File: src/hdl/fcde_pkg.sv
package fcde_pkg;

  localparam int MAX_RECORD_BYTES_DEF = 512;

  localparam int BYTE_W = 8;
  localparam int LEN_W  = 10;
  localparam int CFG_AW = 3;
  localparam int CFG_DW = 32;

  localparam logic [CFG_AW-1:0] REG_RECORD_LENGTH = 3'd0;
  localparam logic [LEN_W-1:0]  RESET_RECORD_LEN  = 10'd16;

  // header coding
  localparam logic [LEN_W-1:0]  HDR_SHORT_MAX = 10'd254;
  localparam logic [BYTE_W-1:0] HDR_ESCAPE    = 8'd255;

  // result queue
  localparam int OQ_DEPTH = 8;
  localparam int OQ_AW    = 3;
  localparam int MAX_RES  = 4;

  typedef struct packed {
    logic [BYTE_W-1:0] data_byte;
    logic              new_run;
  } in_beat_t;

  typedef struct packed {
    logic [BYTE_W-1:0] out_byte;
    logic              byte_valid;
    logic              record_end;
    logic              duplicate;
  } out_beat_t;

endpackage

File: src/hdl/fcde_ram.sv
module fcde_ram #(
  parameter int WIDTH = 8,
  parameter int DEPTH = 512
) (
  input  logic                     clk,
  input  logic                     we,
  input  logic [$clog2(DEPTH)-1:0] waddr,
  input  logic [WIDTH-1:0]         wdata,
  input  logic                     re,
  input  logic [$clog2(DEPTH)-1:0] raddr,
  output logic [WIDTH-1:0]         rdata
);

  logic [WIDTH-1:0] mem [DEPTH];

  always_ff @(posedge clk) begin
    if (we) begin
      mem[waddr] <= wdata;
    end
    if (re) begin
      rdata <= mem[raddr];
    end
  end

endmodule

File: src/hdl/front_coding_dedup_encoder.sv
// channel | ports                              | beat
// input   | in_valid, in_stall, in_data        | one record byte + run-start flag
// output  | out_valid, out_stall, out_data     | header/record byte or duplicate marker
// config  | cfg_psel/penable/pwrite/paddr/...  | record_length at byte address 0
//
// Takes one input beat per cycle while in_stall is low. Each byte reads the stored previous record
// (registered RAM read) and is compared and written back at the compare stage.
// A mismatch byte yields 2 or 4 output beats, drained one per cycle while out_stall is
// low, from an 8-entry queue; in_stall rises while a byte waits at the compare stage
// and more than 4 beats are queued. Synchronous reset clears position and queue, sets
// the match flag and length (16); the record store is not cleared.
module front_coding_dedup_encoder #(
  parameter int MAX_RECORD_BYTES = fcde_pkg::MAX_RECORD_BYTES_DEF
) (
  input  logic                        clk,
  input  logic                        rst_n,
  input  logic                        in_valid,
  output logic                        in_stall,
  input  fcde_pkg::in_beat_t          in_data,
  output logic                        out_valid,
  input  logic                        out_stall,
  output fcde_pkg::out_beat_t         out_data,
  input  logic                        cfg_psel,
  input  logic                        cfg_penable,
  input  logic                        cfg_pwrite,
  input  logic [fcde_pkg::CFG_AW-1:0] cfg_paddr,
  input  logic [fcde_pkg::CFG_DW-1:0] cfg_pwdata,
  output logic [fcde_pkg::CFG_DW-1:0] cfg_prdata,
  output logic                        cfg_pready
);
  import fcde_pkg::*;

  localparam int AW = $clog2(MAX_RECORD_BYTES);

  logic [LEN_W-1:0]  record_length_r;
  logic [LEN_W-1:0]  len_eff, len_m1, pos_use;
  logic [LEN_W-1:0]  pos_r, pos_nxt;
  logic              in_last, in_accept;

  logic              s1_valid_r, s1_valid_nxt;
  logic [BYTE_W-1:0] s1_byte_r;
  logic [LEN_W-1:0]  s1_pos_r;
  logic              s1_last_r, s1_start_r;
  logic              fwd_hit_r;
  logic [BYTE_W-1:0] fwd_byte_r;
  logic              s1_fire;

  logic              matching_r, matching_nxt;
  logic [BYTE_W-1:0] stored, ram_rdata;
  logic              differs, s1_we, ram_we;
  logic [AW-1:0]     ram_waddr, ram_raddr;
  out_beat_t         res [MAX_RES];
  logic [2:0]        res_n;

  out_beat_t         oq_mem_r [OQ_DEPTH];
  logic [OQ_AW-1:0]  oq_wr_r, oq_rd_r;
  logic [OQ_AW:0]    oq_cnt_r, oq_cnt_nxt;
  logic              oq_pop;

  // configuration
  assign cfg_pready = 1'b1;
  assign cfg_prdata = (cfg_paddr == REG_RECORD_LENGTH) ? CFG_DW'(record_length_r) : '0;

  always_ff @(posedge clk) begin
    if (!rst_n) begin
      record_length_r <= RESET_RECORD_LEN;
    end else if (cfg_psel && cfg_penable && cfg_pwrite && cfg_pready &&
                 cfg_paddr == REG_RECORD_LENGTH) begin
      record_length_r <= cfg_pwdata[LEN_W-1:0];
    end
  end

  always_comb begin
    if (record_length_r == '0) begin
      len_eff = LEN_W'(1);
    end else if (32'(record_length_r) > 32'(MAX_RECORD_BYTES)) begin
      len_eff = LEN_W'(MAX_RECORD_BYTES);
    end else begin
      len_eff = record_length_r;
    end
  end

  assign len_m1  = len_eff - LEN_W'(1);
  assign pos_use = (pos_r > len_m1) ? len_m1 : pos_r;
  assign in_last = (pos_use == len_m1);

  // stage 0: accept, issue store read
  assign s1_fire   = s1_valid_r && (oq_cnt_r <= (OQ_AW+1)'(OQ_DEPTH - MAX_RES));
  assign in_stall  = s1_valid_r && !s1_fire;
  assign in_accept = in_valid && !in_stall;
  assign pos_nxt   = in_accept ? (in_last ? '0 : pos_use + LEN_W'(1)) : pos_r;
  assign ram_raddr = AW'(pos_use);

  always_comb begin
    s1_valid_nxt = s1_valid_r;
    if (in_accept) begin
      s1_valid_nxt = 1'b1;
    end else if (s1_fire) begin
      s1_valid_nxt = 1'b0;
    end
  end

  always_ff @(posedge clk) begin
    if (!rst_n) begin
      pos_r      <= '0;
      s1_valid_r <= 1'b0;
      matching_r <= 1'b1;
    end else begin
      pos_r      <= pos_nxt;
      s1_valid_r <= s1_valid_nxt;
      matching_r <= matching_nxt;
    end
  end

  always_ff @(posedge clk) begin
    if (in_accept) begin
      s1_byte_r  <= in_data.data_byte;
      s1_pos_r   <= pos_use;
      s1_last_r  <= in_last;
      s1_start_r <= in_data.new_run && (pos_use == '0);
      // same-cycle write to the entry being read
      fwd_hit_r  <= ram_we && (ram_waddr == ram_raddr);
      fwd_byte_r <= s1_byte_r;
    end
  end

  // stage 1: compare, emit, write back
  assign stored  = fwd_hit_r ? fwd_byte_r : ram_rdata;
  assign differs = s1_start_r || (stored != s1_byte_r);

  always_comb begin
    for (int i = 0; i < MAX_RES; i++) begin
      res[i] = '0;
    end
    res_n        = 3'd0;
    s1_we        = 1'b0;
    matching_nxt = matching_r;
    if (s1_fire) begin
      if (matching_r) begin
        if (differs) begin
          matching_nxt = 1'b0;
          s1_we        = 1'b1;
          if (s1_pos_r > HDR_SHORT_MAX) begin
            res[0] = '{out_byte: HDR_ESCAPE, byte_valid: 1'b1,
                       record_end: 1'b0, duplicate: 1'b0};
            res[1] = '{out_byte: s1_pos_r[7:0], byte_valid: 1'b1,
                       record_end: 1'b0, duplicate: 1'b0};
            res[2] = '{out_byte: BYTE_W'(s1_pos_r >> 8), byte_valid: 1'b1,
                       record_end: 1'b0, duplicate: 1'b0};
            res[3] = '{out_byte: s1_byte_r, byte_valid: 1'b1,
                       record_end: 1'b0, duplicate: 1'b0};
            res_n  = 3'd4;
          end else begin
            res[0] = '{out_byte: s1_pos_r[7:0], byte_valid: 1'b1,
                       record_end: 1'b0, duplicate: 1'b0};
            res[1] = '{out_byte: s1_byte_r, byte_valid: 1'b1,
                       record_end: 1'b0, duplicate: 1'b0};
            res_n  = 3'd2;
          end
        end else if (s1_last_r) begin
          res[0] = '{out_byte: '0, byte_valid: 1'b0, record_end: 1'b0, duplicate: 1'b1};
          res_n  = 3'd1;
        end
      end else begin
        s1_we  = 1'b1;
        res[0] = '{out_byte: s1_byte_r, byte_valid: 1'b1, record_end: 1'b0, duplicate: 1'b0};
        res_n  = 3'd1;
      end
      if (s1_last_r) begin
        matching_nxt = 1'b1;
        for (int i = 0; i < MAX_RES; i++) begin
          if (3'(i) == res_n - 3'd1) begin
            res[i].record_end = 1'b1;
          end
        end
      end
    end
  end

  assign ram_we    = s1_we;
  assign ram_waddr = AW'(s1_pos_r);

  fcde_ram #(
    .WIDTH (BYTE_W),
    .DEPTH (MAX_RECORD_BYTES)
  ) u_prev_ram (
    .clk   (clk),
    .we    (ram_we),
    .waddr (ram_waddr),
    .wdata (s1_byte_r),
    .re    (in_accept),
    .raddr (ram_raddr),
    .rdata (ram_rdata)
  );

  // result queue
  assign out_valid  = (oq_cnt_r != '0);
  assign out_data   = oq_mem_r[oq_rd_r];
  assign oq_pop     = out_valid && !out_stall;
  assign oq_cnt_nxt = oq_cnt_r + (OQ_AW+1)'(res_n) - (OQ_AW+1)'(oq_pop);

  always_ff @(posedge clk) begin
    if (!rst_n) begin
      oq_wr_r  <= '0;
      oq_rd_r  <= '0;
      oq_cnt_r <= '0;
    end else begin
      oq_wr_r  <= oq_wr_r + OQ_AW'(res_n);
      oq_rd_r  <= oq_rd_r + OQ_AW'(oq_pop);
      oq_cnt_r <= oq_cnt_nxt;
    end
  end

  always_ff @(posedge clk) begin
    for (int i = 0; i < MAX_RES; i++) begin
      if (3'(i) < res_n) begin
        oq_mem_r[oq_wr_r + OQ_AW'(i)] <= res[i];
      end
    end
  end

endmodule

File: config.mk
export PLATFORM = sky130hd
export DESIGN_NAME = front_coding_dedup_encoder
export DESIGN_NICKNAME = d
export VERILOG_FILES = /design/src/hdl/fcde_pkg.sv /design/src/hdl/fcde_ram.sv /design/src/hdl/front_coding_dedup_encoder.sv
export SDC_FILE = /design/constraint.sdc
export NUM_CORES = 2
export LEC_CHECK = 0
export ABC_CLOCK_PERIOD_IN_PS = 15100
export BUFFER_PORTS_ARGS = -buffer_cell sky130_fd_sc_hd__buf_4
export CORE_ASPECT_RATIO = 1.2
export CORE_MARGIN = 2
export CORE_UTILIZATION = 30
export CTS_CLUSTER_SIZE = 30
export DETAILED_ROUTE_END_ITERATION = 16
export PLACE_DENSITY_LB_ADDON = 0.08
export SYNTH_ARGS = -nofsm -noshare
export SYNTH_HDL_FRONTEND = slang
export SYNTH_MEMORY_MAX_BITS = 65536
export SYNTH_SLANG_ARGS = --single-unit
File: constraint.sdc
create_clock -name clk -period 15.1 [get_ports clk]
set_clock_uncertainty 0.1 [all_clocks]
set_input_delay 3.02 -clock clk [delete_from_list [all_inputs] [get_ports clk]]
set_output_delay 3.02 -clock clk [all_outputs]
set_load 0.01 [all_outputs]
# == After elaboration in Yosys (flattened, before gate mapping) ==
# Memories as Yosys holds them, arrays and structs flattened. A register that Yosys moved wholly into a read port is not among the register bits.
# Index checks and enable logic that the tools add are counted.
# totals
ram_bits,4184
memories,2
out_inout_bits,46
register_bits,61
word_cells,105
inputBits,51
# mem_list
name,words,word_bits,rd,rd_clocked_by_memory_dff,wr,line_no,text
u_prev_ram.mem,512,8,1,1,1,fcde_ram.sv:14,logic [WIDTH-1:0] mem [DEPTH];
oq_mem_r,8,11,1,1,4,front_coding_dedup_encoder.sv:55,out_beat_t oq_mem_r [OQ_DEPTH];
# op_classes
add_sub_neg,10
eq_ne,6
order_cmp,8
reduce_logical,19
n_mux,47
# op_table
operator,n
33-bit 2-to-1 mux,2
10-bit 2-to-1 mux,5
44-bit 2-to-1 mux,1
1-bit 2-to-1 mux,28
11-bit 2-to-1 mux,2
22-bit 2-to-1 mux,1
10-bit logical NOT,2
3-bit 2-to-1 mux,6
16-bit 2-to-1 mux,1
"10-bit by 1-bit adder with 10-bit output, second input constant",1
10-bit equality test,1
10-bit greater-than comparator,1
"10-bit greater-than comparator, second input constant",1
"10-bit by 8-bit greater-than comparator with 1-bit output, second input constant",1
"10-bit by 1-bit subtractor with 10-bit output, second input constant",1
9-bit equality test,1
1-bit logical AND,9
8-bit 2-to-1 mux,1
8-bit inequality test,1
"3-bit by 2-bit adder with 3-bit output, second input constant",2
"2-bit by 3-bit equality test with 1-bit output, first input constant",2
3-bit logical NOT,2
"1-bit by 3-bit less-than comparator with 1-bit output, first input constant",2
"2-bit by 3-bit less-than comparator with 1-bit output, first input constant",2
other kinds (12),14

# == Depth between registers and ports, before layout ==
# depth
word_depth,11
depth_mapped,32
depth_no_buf,25

# == Cells and area by module ==
# A second synthesis with hierarchy kept.
# unflattened
cells_unflattened,8994
hier_area_um2,169408.7
# by_module_without_submodules
module,seq_area_each_um2,area_each_um2,instances,cells_per_inst
fcde_ram,123238.2,160007.2,1,8030
front_coding_dedup_encoder,4073.9,9401.5,1,964

# == Worst setup path before layout ==
# No wires, ideal clock.
# synth_timing
path_kind,register to register
start,register s1_byte_r[7]
end,register oq_cnt_r[3]
required_ps,14885
n_path_buf,2
arrival_ps,9289
setup_slack_ps,5596
period_less_slack_ps,9504
stages_incl_launch_ff,16
setup_ps,115
cell_sequence,edfxtp_1 xor2_1 nand4_1 nor3_1 nand4_1 nand2_1 nor3_1 inv_1 clkbuf_1 clkbuf_1 ha_1 inv_1 ha_1 a21oi_1 xnor2_1 and2_1
# synth_via
elab_chain_len,8
# synth_rtl
element,line_no,text
"start, declared",front_coding_dedup_encoder.sv:41,logic [BYTE_W-1:0] s1_byte_r;
"start signal, assigned",front_coding_dedup_encoder.sv:117,s1_byte_r <= in_data.data_byte;
8-bit inequality test,front_coding_dedup_encoder.sv:129,assign differs = s1_start_r || (stored != s1_byte_r);
1-bit logical OR,front_coding_dedup_encoder.sv:129,
3-bit 2-to-1 mux,front_coding_dedup_encoder.sv:140,if (differs) begin
3-bit 2-to-1 mux,front_coding_dedup_encoder.sv:139,if (matching_r) begin
3-bit 2-to-1 mux (2 in a row),front_coding_dedup_encoder.sv:138,if (s1_fire) begin
4-bit by 3-bit adder with 4-bit output,front_coding_dedup_encoder.sv:200,assign oq_cnt_nxt = oq_cnt_r + (OQ_AW+1)'(res_n) - (OQ_AW+1)'(oq_pop);
4-bit by 1-bit subtractor with 4-bit output,front_coding_dedup_encoder.sv:200,
"end signal, assigned",front_coding_dedup_encoder.sv:210,oq_cnt_r <= oq_cnt_nxt;
"end, declared",front_coding_dedup_encoder.sv:57,"logic [OQ_AW:0] oq_cnt_r, oq_cnt_nxt;"
# No other way between the ends. The select of a mux whose other input is x is not followed.
# A chain may end at the register's enable or synchronous reset.

# == Final worst setup path ==
# layout_timing
start,register record_length_r[2]
end,"register u_prev_ram.rdata[2], read port of u_prev_ram.mem (data pin)"
# layout_via
elab_chain_len,6
elab_cells_between_ends,7
classes_between,1 x add/sub; 2 x order compare; 3 x mux; 1 x reduce/logical
# layout_rtl
element,line_no,text
"start, declared",front_coding_dedup_encoder.sv:35,logic [LEN_W-1:0] record_length_r;
"start signal, assigned",front_coding_dedup_encoder.sv:69,record_length_r <= cfg_pwdata[LEN_W-1:0];
10-bit greater-than comparator,front_coding_dedup_encoder.sv:76,end else if (32'(record_length_r) > 32'(MAX_RECORD_BYTES)) begin
10-bit 2-to-1 mux,front_coding_dedup_encoder.sv:76,
10-bit 2-to-1 mux (*),front_coding_dedup_encoder.sv:74,if (record_length_r == '0) begin
10-bit by 1-bit subtractor with 10-bit output (*),front_coding_dedup_encoder.sv:83,assign len_m1 = len_eff - LEN_W'(1);
10-bit greater-than comparator,front_coding_dedup_encoder.sv:84,assign pos_use = (pos_r > len_m1) ? len_m1 : pos_r;
10-bit 2-to-1 mux (*),front_coding_dedup_encoder.sv:84,
"end, declared",fcde_ram.sv:11,output logic [WIDTH-1:0] rdata
# Mark *: on every way between the ends. The rest lies on a longest branch, timed or not.

==> impl_metrics.csv <==
group,metric,value,unit
sta,period_minus_slack,11.01,ns
die,die_w,696.6,µm
die,start_util,0.3009,
job,maxCapViolCount,1,
placement,routabilityCongestion,0.8040,
die,fp-row-count,305,
cts,hold_buffers,0,
synth,syn-cell-area,172700,µm²
die,die_area,581700,µm²
synth,synth_cell_types,87,
cts,clock_path_buffers,4,
synth,syn-mean-instance-area,12.97,µm²
synth,syn-instance-count,13315,
synth,async_flop_share,0,
worst_setup_path,critPathKind,"reg2reg",
worst_setup_path,critical_path_arrival,11.65,ns
cts,clock_latency,1.06,ns
placement,dp_hpwl,387500,µm
sta,slew_headroom,-0.01026,
sta,hold_viol,0,
outcome,outcome,"finished, violations left",
final_layout,nets,13306,
sta,max_freq,0.09085,GHz
synth,synth-seq-cells,4253,
cts,cts_tree,"built",
routing,vias_per_cell,5.247,
pwr,vdd_drop_max,0.00009245,V
synth,yosysSeqAreaShare,0.7373,
routing,ant_nets,0,
worst_setup_path,slowest_stage,"a2111oi_1",
cts,clk_pin_slew,0.06,ns
final_layout,nFillCells,55933,
routing,wire_per_inst,30.76,µm
sta,finalSetupTns,0,ns
worst_setup_path,cp.required,15.75,ns
sta,finalSetupViolCount,0,
cts,post_cts.repair.setup_buffers,0,
routing,drt_iter0_drc,12073,
final_layout,drive_gt1_frac,0.08435,
routing,drt-pass1-iter-count,6,
cts,cts_resized,0,
worst_setup_path,cp_max_fo,12,
global_route,antenna_found_initial,55,
global_route,grt_pass1_vias,108634,
worst_setup_path,crit_path_start_kind,"flop",
global_route,grt_util_all_layers,0.2183,
synth,yosys_most_used_dff,"edfxtp_1",
pwr,leakage,64.68,nW
sta,rsz0062_at_grt,"no",
sta,fin_crit_sh,0.7289,
final_layout,areaGrowthSynthToFinish,13.67,%
worst_setup_path,max_stage_delay,0.93,ns
die,die_y,835.1,µm
global_route,grt_overflow,0,
cts,htree_levels,5,
die,core,574000,µm²
cts,numCtsBuffers,450,
routing,drt-total-wl,655400,µm
die,pin_count,97,
min_path,hold_class,"reg2reg",
placement,port_buffers,51,
sta,tightest_slew,1.502,ns
global_route,grt_pass1_wl,900000,µm
final_layout,utilization,0.3420,
pwr,power.density,137.9,nW/µm²
sta,maxSlewViolCount,2,
cts,root_buffer,"clkbuf_16",
routing,vias,111773,
synth,ys.warnings.count,0,
global_route,grt_start_max_net_pins,158,
worst_setup_path,cp-end-kind,"flop",
outcome,failed_checks,"capacitance limit, slew limit",
cts,clkSinkCount,4253,
synth,synth-edff-count,4213,
routing,drt_drc_violations_left,0,
state kept, by name, indices dropped and copies added, names as in the netlist, 3 cells and up:
signal and flops:
s1_pos_r 10, s1_byte_r 8, fwd_byte_r 8, pos_r 10
record_length_r 10, oq_mem_r 88, u_prev_ram.mem 4096, oq_wr_r 3
u_prev_ram.rdata 8, oq_cnt_r 4, oq_rd_r 3
critical path, delay by kind of cell (launching register included):
family | cells | cell delay (ns)
simple gates | 11 | 3.90
compound gates | 8 | 3.39
buf+inv | 6 | 1.73
fa+ha+maj | 3 | 1.10
flops | 1 | 0.38
layer usage:
metal | up-vias | share of wire | global-route usage
li1 | 49117 | - | -
met1 | 58011 | 0.43 | 0.2937
met4 | 6 | 0.031 | 0.06492
met3 | 750 | 0.057 | 0.02830
met5 | - | 0.000082 | 0
met2 | 3889 | 0.49 | 0.3670
final timing paths:
path                                                      start                       endpoint  slack, ns  depth (start not counted)
worst max register to register  record_length_r[2]$_SDFFE_PN0P_  u_prev_ram.rdata[2]$_DFFE_PP_       4.09                         28
worst min register to register      oq_mem_r[5][0]$_SDFFE_PP0P_    oq_mem_r[5][0]$_SDFFE_PP0P_       0.39                          1
worst max-delay path            record_length_r[2]$_SDFFE_PN0P_  u_prev_ram.rdata[2]$_DFFE_PP_       4.09                         28
worst min-delay path                oq_mem_r[5][0]$_SDFFE_PP0P_    oq_mem_r[5][0]$_SDFFE_PP0P_       0.39                          1
logic make-up after synthesis:
group,Yosys count,share of synthesized area
AND/OR/NAND/NOR,6323,0.1554
AO/OA/AOI/OAI,1406,0.05844
XOR/XNOR,40,0.002029
flip-flops,4253,0.7373
buffers and inverters,987,0.02705
other,2,0.00004349
adder cells (fa/ha/maj),26,0.001956
multiplexers,278,0.01781
cell usage in the layout, fill, tap and decap left out, types with 40 or more instances in the layout:
master,count
bufinv_16,52
a21oi_1,250
nor2_1,579
inv_1,51
clkbuf_1,89
a2111oi_0,42
dfxtp_1,40
edfxtp_1,4213
a311oi_1,177
nand4_1,144
a22oi_1,44
o221ai_1,79
a31oi_1,295
clkbuf_16,457
clkinv_1,115
buf_4,328
nand3_1,1251
buf_12,41
nor4_1,67
and3_1,203
a32oi_1,159
nand2_1,3838
o21ai_0,80
nor3_1,75
mux2i_1,242
clkinv_2,79
Yosys cell counts, types with 80 or more instances:
| master | count | share of area |
|---|---|---|
| mux2i_1 | 242 | 0.014 |
| edfxtp_1 | 4213 | 0.73 |
| nand2_1 | 3853 | 0.084 |
| clkbuf_1 | 258 | 0.0056 |
| nor2_1 | 591 | 0.013 |
| nand3_1 | 1260 | 0.037 |
| a21oi_1 | 254 | 0.0074 |
| nand4_1 | 144 | 0.0052 |
| buf_1 | 80 | 0.0017 |
| buf_2 | 505 | 0.015 |
| o21ai_0 | 83 | 0.0024 |
| a311oi_1 | 179 | 0.0091 |
| a31oi_1 | 295 | 0.011 |
| a32oi_1 | 159 | 0.0081 |
| and3_1 | 203 | 0.0074 |
| buf_4 | 81 | 0.0035 |
where the power goes:
| part | switching, W | leakage, nW | internal [W] |
|---|---|---|---|
| Combinational | 0.00204 | 19.4 | 0.000628 |
| Clock | 0.00477 | 7.08 | 0.00639 |
| Sequential | 0.0000374 | 38.2 | 0.0132 |
| Total | 0.00685 | 64.7 | 0.0202 |
metrics by stage:
step | power [W] | cell area (µm²) | hold WS [ns] | worst slack, ns | cells
final | 0.02706 | 196300 | 0.3938 | 4.093 | 21302
after global placement | 0.01615 | 181800 | 0.3901 | 4.150 | 20453
after detailed placement | 0.01618 | 181800 | 0.3836 | 4.054 | 20453
after CTS | 0.02732 | 196200 | 0.3989 | 3.988 | 21273
after global routing | 0.02791 | 196200 | 0.4217 | 3.889 | 21282
after floorplan | 0.01514 | 172800 | 0.3641 | 5.596 | 13337
area by class of cell:
cell class,count,area (µm²),share of cell area
clock buffer,546,11770,0.05996
clock inverter,274,2690,0.01370
tap,7675,9603,0.04892
inverter,59,249.0,0.001269
timing repair buffer,369,3283,0.01673
sequential,4253,127300,0.6486
antenna,29,72.57,0.0003697
multi-input combinational,8097,41300,0.2104
Note: power is estimated with default switching activity, not from simulation.
